<file path="src/sv/vsc_pkg.sv">
// vsc_pkg: shared types, register indexes and command codes for the vigenere stream cipher
// no dependencies; imported by every module of the block

package vsc_pkg;

	localparam int ALPHABET_MAX_DEF = 32;
	localparam int KEY_MAX_DEF      = 16;

	localparam int ALPHA_CHARS = 32;
	localparam int KEY_CHARS   = 16;
	localparam int KI_W        = $clog2(KEY_CHARS);
	localparam int CHAR_W      = 8;
	localparam int ASIZE_W     = 6;
	localparam int KLEN_W      = 5;
	localparam int DATA_W      = 64;
	localparam int ADDR_W      = 6;
	localparam int REG_IDX_W   = 3;

	localparam logic [REG_IDX_W-1:0] REG_ALPHA_LOW   = 3'd0;
	localparam logic [REG_IDX_W-1:0] REG_ALPHA_MID   = 3'd1;
	localparam logic [REG_IDX_W-1:0] REG_ALPHA_UPPER = 3'd2;
	localparam logic [REG_IDX_W-1:0] REG_ALPHA_TOP   = 3'd3;
	localparam logic [REG_IDX_W-1:0] REG_ALPHA_SIZE  = 3'd4;
	localparam logic [REG_IDX_W-1:0] REG_KEY_LOW     = 3'd5;
	localparam logic [REG_IDX_W-1:0] REG_KEY_HIGH    = 3'd6;
	localparam logic [REG_IDX_W-1:0] REG_KEY_LEN     = 3'd7;

	localparam logic [ASIZE_W-1:0] ALPHA_SIZE_RST = 6'd26;
	localparam logic [KLEN_W-1:0]  KEY_LEN_RST    = 5'd1;

	localparam logic [1:0] CMD_ENC  = 2'd0;
	localparam logic [1:0] CMD_DEC  = 2'd1;
	localparam logic [1:0] CMD_AUTO = 2'd2;
	localparam logic [1:0] CMD_RSVD = 2'd3;

	typedef struct packed {
		logic [1:0]        cmd;
		logic              message_start;
		logic [CHAR_W-1:0] in_char;
	} in_beat_t;

	typedef struct packed {
		logic [CHAR_W-1:0] out_char;
		logic              passed_through;
	} out_beat_t;

	typedef struct packed {
		logic [ALPHA_CHARS-1:0][CHAR_W-1:0] alpha;
		logic [ASIZE_W-1:0]                 alpha_size;
		logic [KEY_CHARS-1:0][CHAR_W-1:0]   key;
		logic [KLEN_W-1:0]                  key_length;
	} cfg_t;

	typedef struct packed {
		logic [1:0]        cmd;
		logic [CHAR_W-1:0] in_char;
		logic [CHAR_W-1:0] key_char;
	} xf_req_t;

endpackage

</file>
<file path="src/sv/vsc_cfg_regs.sv">
// vsc_cfg_regs: apb register file holding alphabet, alphabet size, key and key length
// depends on vsc_pkg

module vsc_cfg_regs (
	input  logic                        clk,
	input  logic                        arst_n,
	input  logic                        psel,
	input  logic                        penable,
	input  logic                        pwrite,
	input  logic [vsc_pkg::ADDR_W-1:0]  paddr,
	input  logic [vsc_pkg::DATA_W-1:0]  pwdata,
	output logic [vsc_pkg::DATA_W-1:0]  prdata,
	output logic                        pready,
	output vsc_pkg::cfg_t               cfg
);
	import vsc_pkg::*;

	logic [DATA_W-1:0]    alpha_low_q, alpha_mid_q, alpha_upper_q, alpha_top_q;
	logic [DATA_W-1:0]    key_low_q, key_high_q;
	logic [ASIZE_W-1:0]   alpha_size_q;
	logic [KLEN_W-1:0]    key_len_q;
	logic [REG_IDX_W-1:0] idx;
	logic                 wr;

	assign pready = 1'b1;
	assign idx    = paddr[ADDR_W-1:ADDR_W-REG_IDX_W];
	assign wr     = psel && penable && pwrite;

	always_ff @(posedge clk or negedge arst_n) begin
		if (!arst_n) begin
			alpha_low_q   <= '0;
			alpha_mid_q   <= '0;
			alpha_upper_q <= '0;
			alpha_top_q   <= '0;
			alpha_size_q  <= ALPHA_SIZE_RST;
			key_low_q     <= '0;
			key_high_q    <= '0;
			key_len_q     <= KEY_LEN_RST;
		end else if (wr) begin
			unique case (idx)
				REG_ALPHA_LOW:   alpha_low_q   <= pwdata;
				REG_ALPHA_MID:   alpha_mid_q   <= pwdata;
				REG_ALPHA_UPPER: alpha_upper_q <= pwdata;
				REG_ALPHA_TOP:   alpha_top_q   <= pwdata;
				REG_ALPHA_SIZE:  alpha_size_q  <= pwdata[ASIZE_W-1:0];
				REG_KEY_LOW:     key_low_q     <= pwdata;
				REG_KEY_HIGH:    key_high_q    <= pwdata;
				REG_KEY_LEN:     key_len_q     <= pwdata[KLEN_W-1:0];
				default:         ;
			endcase
		end
	end

	always_comb begin
		unique case (idx)
			REG_ALPHA_LOW:   prdata = alpha_low_q;
			REG_ALPHA_MID:   prdata = alpha_mid_q;
			REG_ALPHA_UPPER: prdata = alpha_upper_q;
			REG_ALPHA_TOP:   prdata = alpha_top_q;
			REG_ALPHA_SIZE:  prdata = DATA_W'(alpha_size_q);
			REG_KEY_LOW:     prdata = key_low_q;
			REG_KEY_HIGH:    prdata = key_high_q;
			REG_KEY_LEN:     prdata = DATA_W'(key_len_q);
			default:         prdata = '0;
		endcase
	end

	assign cfg.alpha      = {alpha_top_q, alpha_upper_q, alpha_mid_q, alpha_low_q};
	assign cfg.alpha_size = alpha_size_q;
	assign cfg.key        = {key_high_q, key_low_q};
	assign cfg.key_length = key_len_q;

endmodule

</file>
<file path="src/sv/vsc_key_sched.sv">
// vsc_key_sched: input register, key position and history pointer, plaintext history memory
// depends on vsc_pkg; feeds vsc_xform with the character and its key character

module vsc_key_sched #(
	parameter int KEY_MAX = vsc_pkg::KEY_MAX_DEF
) (
	input  logic              clk,
	input  logic              arst_n,
	input  vsc_pkg::cfg_t     cfg,
	input  logic              in_valid,
	output logic              in_ready,
	input  vsc_pkg::in_beat_t in_data,
	output logic              req_valid,
	input  logic              req_ready,
	output vsc_pkg::xf_req_t  req
);
	import vsc_pkg::*;

	localparam int KL_CAP = (KEY_MAX < KEY_CHARS) ? KEY_MAX : KEY_CHARS;
	localparam int HP_W   = (KEY_MAX > 1) ? $clog2(KEY_MAX) : 1;
	localparam int SW     = ((HP_W > KLEN_W) ? HP_W : KLEN_W) + 2;

	logic [KLEN_W-1:0] kp_q;
	logic [HP_W-1:0]   hp_q;
	logic              s1_valid_q;

	logic [1:0]        cmd_s1;
	logic [CHAR_W-1:0] char_s1;
	logic [CHAR_W-1:0] kchar_s1;
	logic [CHAR_W-1:0] hist_rd_s1;
	logic              use_hist_s1;

	logic [CHAR_W-1:0] hist_mem [KEY_MAX];

	logic              accept;
	logic [KLEN_W-1:0] kl, kp0, ki, kp_nx;
	logic [HP_W-1:0]   hp0, hp_nx, rd_slot;
	logic [SW-1:0]     slot_sum;
	logic [KI_W-1:0]   key_idx;
	logic              use_hist;

	assign in_ready = !s1_valid_q || req_ready;
	assign accept   = in_valid && in_ready;

	always_comb begin
		if (cfg.key_length == '0)
			kl = KLEN_W'(1);
		else if (cfg.key_length > KLEN_W'(KL_CAP))
			kl = KLEN_W'(KL_CAP);
		else
			kl = cfg.key_length;
	end

	// message start clears position and pointer before this beat is used
	always_comb begin
		kp0      = in_data.message_start ? '0 : kp_q;
		hp0      = in_data.message_start ? '0 : hp_q;
		use_hist = 1'b0;
		key_idx  = '0;
		ki       = '0;
		kp_nx    = kp0;
		if (in_data.cmd == CMD_AUTO) begin
			if (kp0 < kl) begin
				key_idx = kp0[KI_W-1:0];
				kp_nx   = kp0 + KLEN_W'(1);
			end else begin
				use_hist = 1'b1;
				kp_nx    = kl;
			end
		end else begin
			ki      = (kp0 >= kl) ? '0 : kp0;
			key_idx = ki[KI_W-1:0];
			kp_nx   = ((ki + KLEN_W'(1)) >= kl) ? '0 : ki + KLEN_W'(1);
		end
	end

	always_comb begin
		hp_nx    = (hp0 == HP_W'(KEY_MAX - 1)) ? '0 : hp0 + HP_W'(1);
		slot_sum = SW'(hp0) + SW'(KEY_MAX) - SW'(kl);
		if (slot_sum >= SW'(KEY_MAX))
			slot_sum = slot_sum - SW'(KEY_MAX);
		rd_slot  = slot_sum[HP_W-1:0];
	end

	always_ff @(posedge clk or negedge arst_n) begin
		if (!arst_n) begin
			kp_q       <= '0;
			hp_q       <= '0;
			s1_valid_q <= 1'b0;
		end else begin
			if (accept) begin
				kp_q       <= kp_nx;
				hp_q       <= hp_nx;
				s1_valid_q <= 1'b1;
			end else if (req_ready) begin
				s1_valid_q <= 1'b0;
			end
		end
	end

	// history read sees the slot before this beat's write
	always_ff @(posedge clk) begin
		if (accept) begin
			hist_mem[hp0] <= in_data.in_char;
			hist_rd_s1    <= hist_mem[rd_slot];
			cmd_s1        <= in_data.cmd;
			char_s1       <= in_data.in_char;
			kchar_s1      <= cfg.key[key_idx];
			use_hist_s1   <= use_hist;
		end
	end

	assign req_valid    = s1_valid_q;
	assign req.cmd      = cmd_s1;
	assign req.in_char  = char_s1;
	assign req.key_char = use_hist_s1 ? hist_rd_s1 : kchar_s1;

endmodule

</file>
<file path="src/sv/vsc_xform.sv">
// vsc_xform: alphabet lookup of character and key character, modular add or subtract, result register
// depends on vsc_pkg

module vsc_xform #(
	parameter int ALPHABET_MAX = vsc_pkg::ALPHABET_MAX_DEF
) (
	input  logic               clk,
	input  logic               arst_n,
	input  vsc_pkg::cfg_t      cfg,
	input  logic               req_valid,
	output logic               req_ready,
	input  vsc_pkg::xf_req_t   req,
	output logic               out_valid,
	input  logic               out_ready,
	output vsc_pkg::out_beat_t out_data
);
	import vsc_pkg::*;

	localparam int A_LANES = (ALPHABET_MAX < ALPHA_CHARS) ? ALPHABET_MAX : ALPHA_CHARS;
	localparam int IW      = $clog2(A_LANES);
	localparam int NW      = IW + 1;

	logic               out_valid_q;
	out_beat_t          out_data_q;
	out_beat_t          res;
	logic [NW-1:0]      n;
	logic [NW:0]        a_find, b_find;
	logic [NW-1:0]      a, b, pos;
	logic               hit;

	// lowest matching index wins; top bit flags a hit
	function automatic logic [NW:0] find_idx(
		input logic [CHAR_W-1:0]                 c,
		input logic [ALPHA_CHARS-1:0][CHAR_W-1:0] alpha,
		input logic [NW-1:0]                     len
	);
		logic [NW:0] r;
		r = '0;
		for (int i = A_LANES - 1; i >= 0; i--) begin
			if ((NW'(i) < len) && (alpha[i] == c))
				r = {1'b1, NW'(i)};
		end
		return r;
	endfunction

	always_comb begin
		if (cfg.alpha_size > ASIZE_W'(A_LANES))
			n = NW'(A_LANES);
		else
			n = NW'(cfg.alpha_size);
		a_find = find_idx(req.in_char, cfg.alpha, n);
		b_find = find_idx(req.key_char, cfg.alpha, n);
		a      = a_find[NW-1:0];
		b      = b_find[NW-1:0];
		hit    = a_find[NW] && b_find[NW];
		pos    = '0;
		res.out_char       = req.in_char;
		res.passed_through = 1'b1;
		unique case (req.cmd)
			CMD_ENC, CMD_AUTO: begin
				pos = a + b;
				if (pos >= n)
					pos = pos - n;
			end
			CMD_DEC: begin
				pos = (a >= b) ? a - b : a + n - b;
			end
			CMD_RSVD: pos = '0;
			default:  pos = '0;
		endcase
		if (hit && (req.cmd != CMD_RSVD)) begin
			res.out_char       = cfg.alpha[pos[IW-1:0]];
			res.passed_through = 1'b0;
		end
	end

	assign req_ready = !out_valid_q || out_ready;

	always_ff @(posedge clk or negedge arst_n) begin
		if (!arst_n) begin
			out_valid_q <= 1'b0;
		end else if (req_ready) begin
			out_valid_q <= req_valid;
		end
	end

	always_ff @(posedge clk) begin
		if (req_valid && req_ready)
			out_data_q <= res;
	end

	assign out_valid = out_valid_q;
	assign out_data  = out_data_q;

endmodule

</file>
<file path="src/sv/vigenere_stream_cipher_top.sv">
// channel  | dir | handshake               | beat
// in       | in  | in_valid / in_ready     | in_data  (cmd, message_start, in_char)
// out      | out | out_valid / out_ready   | out_data (out_char, passed_through)
// cfg      | in  | apb psel/penable/pready | paddr, pwdata, prdata (64-bit, reg i at 8*i)
//
// one beat per cycle sustained unless out_ready stalls the output
// input register: key position, history pointer and plaintext history memory read/write
// after it: parallel alphabet compare, modular add or subtract, into the result register
// arst_n clears position, pointer and valid flags; history memory has no reset
// a stalled output holds its beat while one more beat waits in the input register

module vigenere_stream_cipher_top #(
	parameter int ALPHABET_MAX = vsc_pkg::ALPHABET_MAX_DEF,
	parameter int KEY_MAX      = vsc_pkg::KEY_MAX_DEF
) (
	input  logic                       clk,
	input  logic                       arst_n,
	input  logic                       in_valid,
	output logic                       in_ready,
	input  vsc_pkg::in_beat_t          in_data,
	output logic                       out_valid,
	input  logic                       out_ready,
	output vsc_pkg::out_beat_t         out_data,
	input  logic                       psel,
	input  logic                       penable,
	input  logic                       pwrite,
	input  logic [vsc_pkg::ADDR_W-1:0] paddr,
	input  logic [vsc_pkg::DATA_W-1:0] pwdata,
	output logic [vsc_pkg::DATA_W-1:0] prdata,
	output logic                       pready
);
	import vsc_pkg::*;

	cfg_t    cfg;
	xf_req_t req;
	logic    req_valid, req_ready;

	vsc_cfg_regs u_cfg_regs (
		.clk     (clk),
		.arst_n  (arst_n),
		.psel    (psel),
		.penable (penable),
		.pwrite  (pwrite),
		.paddr   (paddr),
		.pwdata  (pwdata),
		.prdata  (prdata),
		.pready  (pready),
		.cfg     (cfg)
	);

	vsc_key_sched #(
		.KEY_MAX (KEY_MAX)
	) u_key_sched (
		.clk       (clk),
		.arst_n    (arst_n),
		.cfg       (cfg),
		.in_valid  (in_valid),
		.in_ready  (in_ready),
		.in_data   (in_data),
		.req_valid (req_valid),
		.req_ready (req_ready),
		.req       (req)
	);

	vsc_xform #(
		.ALPHABET_MAX (ALPHABET_MAX)
	) u_xform (
		.clk       (clk),
		.arst_n    (arst_n),
		.cfg       (cfg),
		.req_valid (req_valid),
		.req_ready (req_ready),
		.req       (req),
		.out_valid (out_valid),
		.out_ready (out_ready),
		.out_data  (out_data)
	);

endmodule

</file>
<file path="config.mk">
export PLATFORM = sky130hd
export DESIGN_NAME = vigenere_stream_cipher_top
export DESIGN_NICKNAME = d
export VERILOG_FILES = /design/src/sv/vsc_pkg.sv /design/src/sv/vsc_cfg_regs.sv /design/src/sv/vsc_key_sched.sv /design/src/sv/vsc_xform.sv /design/src/sv/vigenere_stream_cipher_top.sv
export SDC_FILE = /design/constraint.sdc
export NUM_CORES = 1
export LEC_CHECK = 0
export ABC_AREA = 1
export BUFFER_PORTS_ARGS = -buffer_cell sky130_fd_sc_hd__clkbuf_2
export CAP_MARGIN = 0
export CORE_MARGIN = 2
export CORE_UTILIZATION = 40
export CTS_BUF_LIST = sky130_fd_sc_hd__clkbuf_2 sky130_fd_sc_hd__clkbuf_4 sky130_fd_sc_hd__clkbuf_8
export DETAILED_ROUTE_END_ITERATION = 8
export PLACE_DENSITY = 0.56
export SYNTH_ARGS = -nofsm -noshare
export SYNTH_HDL_FRONTEND = slang
export SYNTH_SLANG_ARGS = --single-unit
</file>
<file path="constraint.sdc">
create_clock -name clk -period 15.28 [get_ports clk]
set_input_delay 1.528 -clock clk [delete_from_list [all_inputs] [get_ports clk]]
set_output_delay 1.528 -clock clk [all_outputs]
set_load 0.01 [all_outputs]
</file>
## Word-level counts from Yosys, hierarchy flattened

Memories as Yosys holds them, arrays and structs flattened. A register that Yosys moved wholly into a read port is not among the register bits.
Index checks and enable logic that the tools add are counted.

| storage, ports and cells | value |
|---|---|
| flip-flop bits (word level) | 434 |
| memory bits (writable) | 128 |
| input bits | 88 |
| output and inout bits | 76 |
| logic and storage cells | 328 |
| memories kept | 1 |

| operators by class | value |
|---|---|
| $add $sub $neg | 11 |
| $lt $le $gt $ge | 42 |
| equality and inequality tests | 77 |
| mux-type cells | 92 |
| reduce and logical (&&, ||, !) cells | 87 |

Memory list:

| memory | words | bits a word | rd ports | clocked after memory_dff | write ports | line | RTL |
|---|---|---|---|---|---|---|---|
| u_key_sched.hist_mem | 16 | 8 | 1 | 1 | 1 | vsc_key_sched.sv:33 | `logic [CHAR_W-1:0] hist_mem [KEY_MAX];` |

Operators with widths:

| kind | count |
|---|---|
| 8-bit == test | 64 |
| 64-bit case mux with 8 select lines | 1 |
| 7-bit two-way mux | 64 |
| 5-bit by 6-bit < comparator with 1-bit output (first input constant) | 16 |
| 1-bit logical AND | 70 |
| 4-bit by 6-bit < comparator with 1-bit output (first input constant) | 8 |
| 5-bit two-way mux | 9 |
| 8-bit binary-select mux with 5-bit select | 1 |
| 8-bit binary-select mux with 4-bit select | 1 |
| 3-bit by 6-bit < comparator with 1-bit output (first input constant) | 4 |
| 8-bit two-way mux | 3 |
| 4-bit two-way mux | 5 |
| 2-bit AND reduction | 8 |
| 5-bit case mux with 3 select lines | 1 |
| 5-bit subtractor | 3 |
| 3-bit == test (second input constant) | 4 |
| 6-bit >= comparator | 2 |
| 1-bit by 6-bit < comparator with 1-bit output (first input constant) | 2 |
| 2-bit by 6-bit < comparator with 1-bit output (first input constant) | 2 |
| 5-bit by 1-bit adder with 5-bit output (second input constant) | 2 |
| 5-bit >= comparator | 2 |
| 9-bit two-way mux | 1 |
| 7-bit by 5-bit >= comparator with 1-bit output (second input constant) | 1 |
| 6-bit by 5-bit subtractor with 7-bit output | 1 |
| 25 further kinds | 34 |

## Logic depth before layout (Yosys ltp)

| logic depth | value |
|---|---|
| depth after elaboration | 43 |
| depth in mapped cells | 67 |
| mapped depth without buffers | 64 |

## Cells and area by module

From an unflattened synthesis, not the netlist that was laid out.

| second synthesis, totals | value |
|---|---|
| cells, all modules | 5235 |
| area, all modules | 39270.2 um2 |

Modules (own cells, without submodules):

| module | times used | cells an instance | area an instance (um2) | sequential area each (um2) |
|---|---|---|---|---|
| vsc_cfg_regs | 1 | 2232 | 18277.5 | 9889.5 |
| vsc_xform | 1 | 1999 | 11674.9 | 295.3 |
| vsc_key_sched | 1 | 1004 | 9317.7 | 4904.7 |

## Worst setup path before layout

Ideal clock, no wire load.

| timing path | value |
|---|---|
| path type | reg-to-reg |
| start | register u_key_sched.use_hist_s1 |
| end | register u_xform.out_data_q (netlist bit u_xform.out_data[6]) (data pin) |
| library setup time | 0.145 ns |
| arrival | 6.178 ns |
| required time | 15.135 ns |
| setup slack | 8.957 ns |
| stages on the path, launching flop included | 60 |
| buffers on the path | 4 |
| clock period less this slack | 6.323 ns |
| path through | edfxtp_1 -> inv_2 -> buf_6 -> nand2_2 -> nand2_2 -> buf_6 -> xnor2_1 -> inv_1 -> nor4_1 -> nand3_1 -> nand2_1 -> nand2_1 -> nand2_1 -> nand2_1 -> nand2_1 -> nand2_1 -> nand2_1 -> nand2_1 -> [... 24 more ...] -> nor2_1 -> xor2_1 -> inv_1 -> ha_1 -> nand2_1 -> nor2_1 -> a211oi_1 -> nand3_1 -> mux2i_1 -> o21ai_1 -> clkbuf_1 -> clkbuf_1 -> o211ai_1 -> nand3_1 -> o311ai_0 -> nand3_1 -> nand3_1 -> o21ai_1 |

RTL lines:

| item | line | RTL |
|---|---|---|
| start: declaration | vsc_key_sched.sv:31 | `logic use_hist_s1;` |
| start signal: assignment | vsc_key_sched.sv:109 | `use_hist_s1 <= use_hist;` |
| end signal: assignment | vsc_xform.sv:89 | `out_data_q <= res;` |
| end: declaration | vsc_xform.sv:24 | `out_beat_t out_data_q;` |

==> impl_metrics.json <==
{
  "p_per_area_nw_per_um2": 191,
  "grt_pass1_wl_um": 239000,
  "crit_buf_inv": 6,
  "yosys-top-cells-area": "dfrtp_1 28%, edfxtp_1 14%, nand2_1 10%",
  "rows": 109,
  "vias_per_cell": 5.97,
  "utilization_pct": 44.9,
  "die_w_um": 304,
  "die-area_um2": 92400,
  "fp.coreArea_um2": 88800,
  "cts_made_buffers": 102,
  "nets": 4798,
  "grt_setup_unrepaired": "no",
  "clock_latency_ns": 0.80,
  "final_cells": 5913,
  "netSwitchingFraction_pct": 50.0,
  "worstReg2RegStart": "u_cfg_regs.alpha_size_q[5]$_DFFE_PN0P_",
  "tightest_slew_ns": 1.29,
  "ios": 164,
  "synthCells": 4614,
  "synth_fp_nets": 4750,
  "overflow": 0,
  "max_freq_mhz": 94.3,
  "avgSynthCellArea_um2": 7.80,
  "ys_warn_count": 0,
  "ys_types": 60,
  "hold_buffers": 0,
  "dr_total_vias": 35300,
  "layout_common_cells": "979 x nand2_1, 518 x o21ai_0, 429 x inv_1",
  "period_needed_ns": 10.61,
  "portBuffers": 159,
  "setup_slack_ns": 4.67,
  "yosysTopAreaCell": "dfrtp_1",
  "initial_core_util_pct": 40.5,
  "dr.first_iter.drc_count": 4766,
  "grt_pass1_vias": 33000,
  "p_seq_share_pct": 28.8,
  "cts_sinks": 570,
  "cts_root_buffer": "clkbuf_8",
  "final_layout_size_suffix_gt1_share_pct": 10.2,
  "synth-edff-count": 164,
  "end_kind": "register",
  "hold_violations": 0,
  "layout_commonest_cell": "nand2_1",
  "dp_slack_ns": 5.23,
  "critPathMaxFanout": 81,
  "gp_congestion": 1.03,
  "status": "completed",
  "internal-power_uw": 3820,
  "hp-start": "u_key_sched.req_valid$_DFFE_PN0P_",
  "critical_path.top_delay_family": "simple AND/OR/NAND/NOR gates",
  "syn_area_um2": 36000,
  "cpPeakStageDelay_ns": 0.74,
  "cts_buffer_depth": 3,
  "nFillCells": 9041,
  "period_share_pct": 69.4,
  "grt_max_degree": 99,
  "setup_violations": 0,
  "clkTransAtPathRegs_ns": 0.06,
  "ys.flop_type": "dfrtp_1",
  "cts.repair.resized": 0,
  "crit_top_cell": "nand2_1",
  "path_class": "reg -> reg",
  "worstPathArrival_ns": 11.04,
  "relSlewSlack_pct": 12.0,
  "ir_drop_mv": 0.136,
  "p_clk_share_pct": 20.7,
  "dieHeight_um": 304,
  "slowest_stage": "buf_4",
  "maxCapViolations": 0,
  "grt.total_usage_pct": 35.7,
  "fin_tns_setup_ns": 0,
  "report.final.slew_viol_count": 0,
  "cts_max_level": 3,
  "drc": 0,
  "cts_tree": "built",
  "synth_top_area_share_pct": 28.0,
  "crit_start": "u_cfg_regs.alpha_size_q[5]$_DFFE_PN0P_",
  "post_drt_wl_per_cell_um": 28.4,
  "wl_um": 168000,
  "ys_seq_area_share_pct": 41.9,
  "fin_skew_ns": 0.0501,
  "drtPass1Iterations": 8,
  "worstPathRequired_ns": 15.71,
  "synth-seq-cells": 570,
  "antenna_found_initial": 22,
  "min_path_type": "reg -> reg",
  "pwr-share-comb_pct": 50.5,
  "p_leak_uw": 0.0176,
  "power.switching_uw": 3810,
  "dp_cells": 5723,
  "start_kind": "register",
  "async_reset_ff_share_pct": 71.2,
  "cts_setup_buffers": 0,
  "hpwl_um": 120000,
  "area_growth_pct": 10.9,
  "ant_nets": 0
}
## final timing paths
| kind | endpoint | slack, ns | cells after the start |
|---|---|---|---|
| min | u_xform.out_valid$_DFFE_PN0P_ | 0.48 | 2 |
| min in group asynchronous | u_cfg_regs.alpha_upper_q[21]$_DFFE_PN0P_ | 0.74 | 1 |
| max reg2reg | u_xform.out_data[1]$_DFFE_PP_ | 4.67 | 58 |
| min reg2reg | u_xform.out_valid$_DFFE_PN0P_ | 0.48 | 2 |
| max in group asynchronous | u_cfg_regs.alpha_mid_q[57]$_DFFE_PN0P_ | 11.99 | 4 |
| max | u_xform.out_data[1]$_DFFE_PP_ | 4.67 | 58 |
## flip-flops by register name, indices dropped and copies added (netlist names), 2 cells and up
signal	cells
u_key_sched.kchar_s1	8
u_cfg_regs.key_high_q	64
u_key_sched.cmd_s1	2
u_cfg_regs.alpha_low_q	64
u_cfg_regs.alpha_mid_q	64
u_cfg_regs.key_low_q	64
u_key_sched.hist_mem	128
u_key_sched.char_s1	8
u_cfg_regs.alpha_top_q	64
u_cfg_regs.key_len_q	5
u_xform.out_data	9
u_cfg_regs.alpha_upper_q	64
u_key_sched.hp_q	4
u_key_sched.kp_q	5
u_cfg_regs.alpha_size_q	6
u_key_sched.hist_rd_s1	8
## synth_stat cells, drive strengths merged (2+ instances only)
cell     instances
nand2          998
o21ai          530
inv            441
dfrtp          402
nor2           399
xor2           318
a21oi          281
clkbuf         211
edfxtp         164
nand3          156
buf             76
o2111ai         65
nor4            64
o22ai           63
o211ai          62
nand4           51
xnor2           42
ha              40
a221oi          32
o32ai           31
a211oi          24
nor3            24
o311ai          23
o221ai          21
a31oi           15
a2111oi         13
fa               8
mux2             8
or2              8
nand2b           7
and2             5
dfstp            4
o21bai           4
clkinv           3
o31ai            3
a21boi           2
a41oi            2
mux2i            2
nand3b           2
nor3b            2
## per-layer routing
metal / GRT usage (%) / part of all wire (%) / up-vias
met5: 0 / 0.077 / -
met4: 20.7 / 6.6 / 18
met3: 10.9 / 12 / 503
met2: 49.7 / 40 / 2272
met1: 48.7 / 41 / 16800
li1: - / - / 15700
## through the flow
step / power [uW] / hold slack, ns / instance area [um^2]
floorplan: 4420 / 0.447 / 36000
global placement: 5870 / 0.453 / 37700
detailed placement: 5890 / 0.472 / 37700
CTS: 7490 / 0.471 / 39900
global route: 7970 / 0.501 / 39900
finish: 7630 / 0.475 / 39900
## tightest hold or removal path, cell delays in order, from the launching register on
cell and delay (ns):
dfrtp_1 0.34, inv_1 0.05, nand2_1 0.06
## logic make-up (layout without fill, tap and decap cells)
| kind of cell | count (synthesis) | count (layout) | share of synthesized area (%) |
|---|---|---|---|
| buf+inv | 731 | 861 | 8.14 |
| simple gates | 1718 | 1718 | 19.7 |
| mux | 10 | 10 | 0.306 |
| fa+ha+maj | 48 | 48 | 1.84 |
| compound gates | 1176 | 1176 | 19.3 |
| flops | 570 | 570 | 41.9 |
| xor+xnor | 360 | 360 | 8.76 |
| other cells | 1 | 5 | 0.0104 |
## power by group through the flow
stage                     Combinational [uW]  Sequential (uW)  Clock, uW
after detailed placement                3690             2200          0
after global routing                    4090             2220       1660
after global placement                  3670             2200          0
after floorplan                         2350             2070          0
final                                   3860             2200       1580
after CTS                               3710             2180       1600
## final cells by class
class | instances | area, um^2 | share of cell area (%)
Multi-Input combinational cell | 3313 | 18100 | 45.4
Sequential cell | 570 | 15100 | 37.8
Clock buffer | 166 | 2010 | 5.04
Inverter | 444 | 1670 | 4.18
Tap cell | 1165 | 1460 | 3.65
Timing Repair Buffer | 231 | 1350 | 3.38
Clock inverter | 20 | 219 | 0.549
Antenna cell | 4 | 10.0 | 0.0251
(Power assumes the default switching activity.)
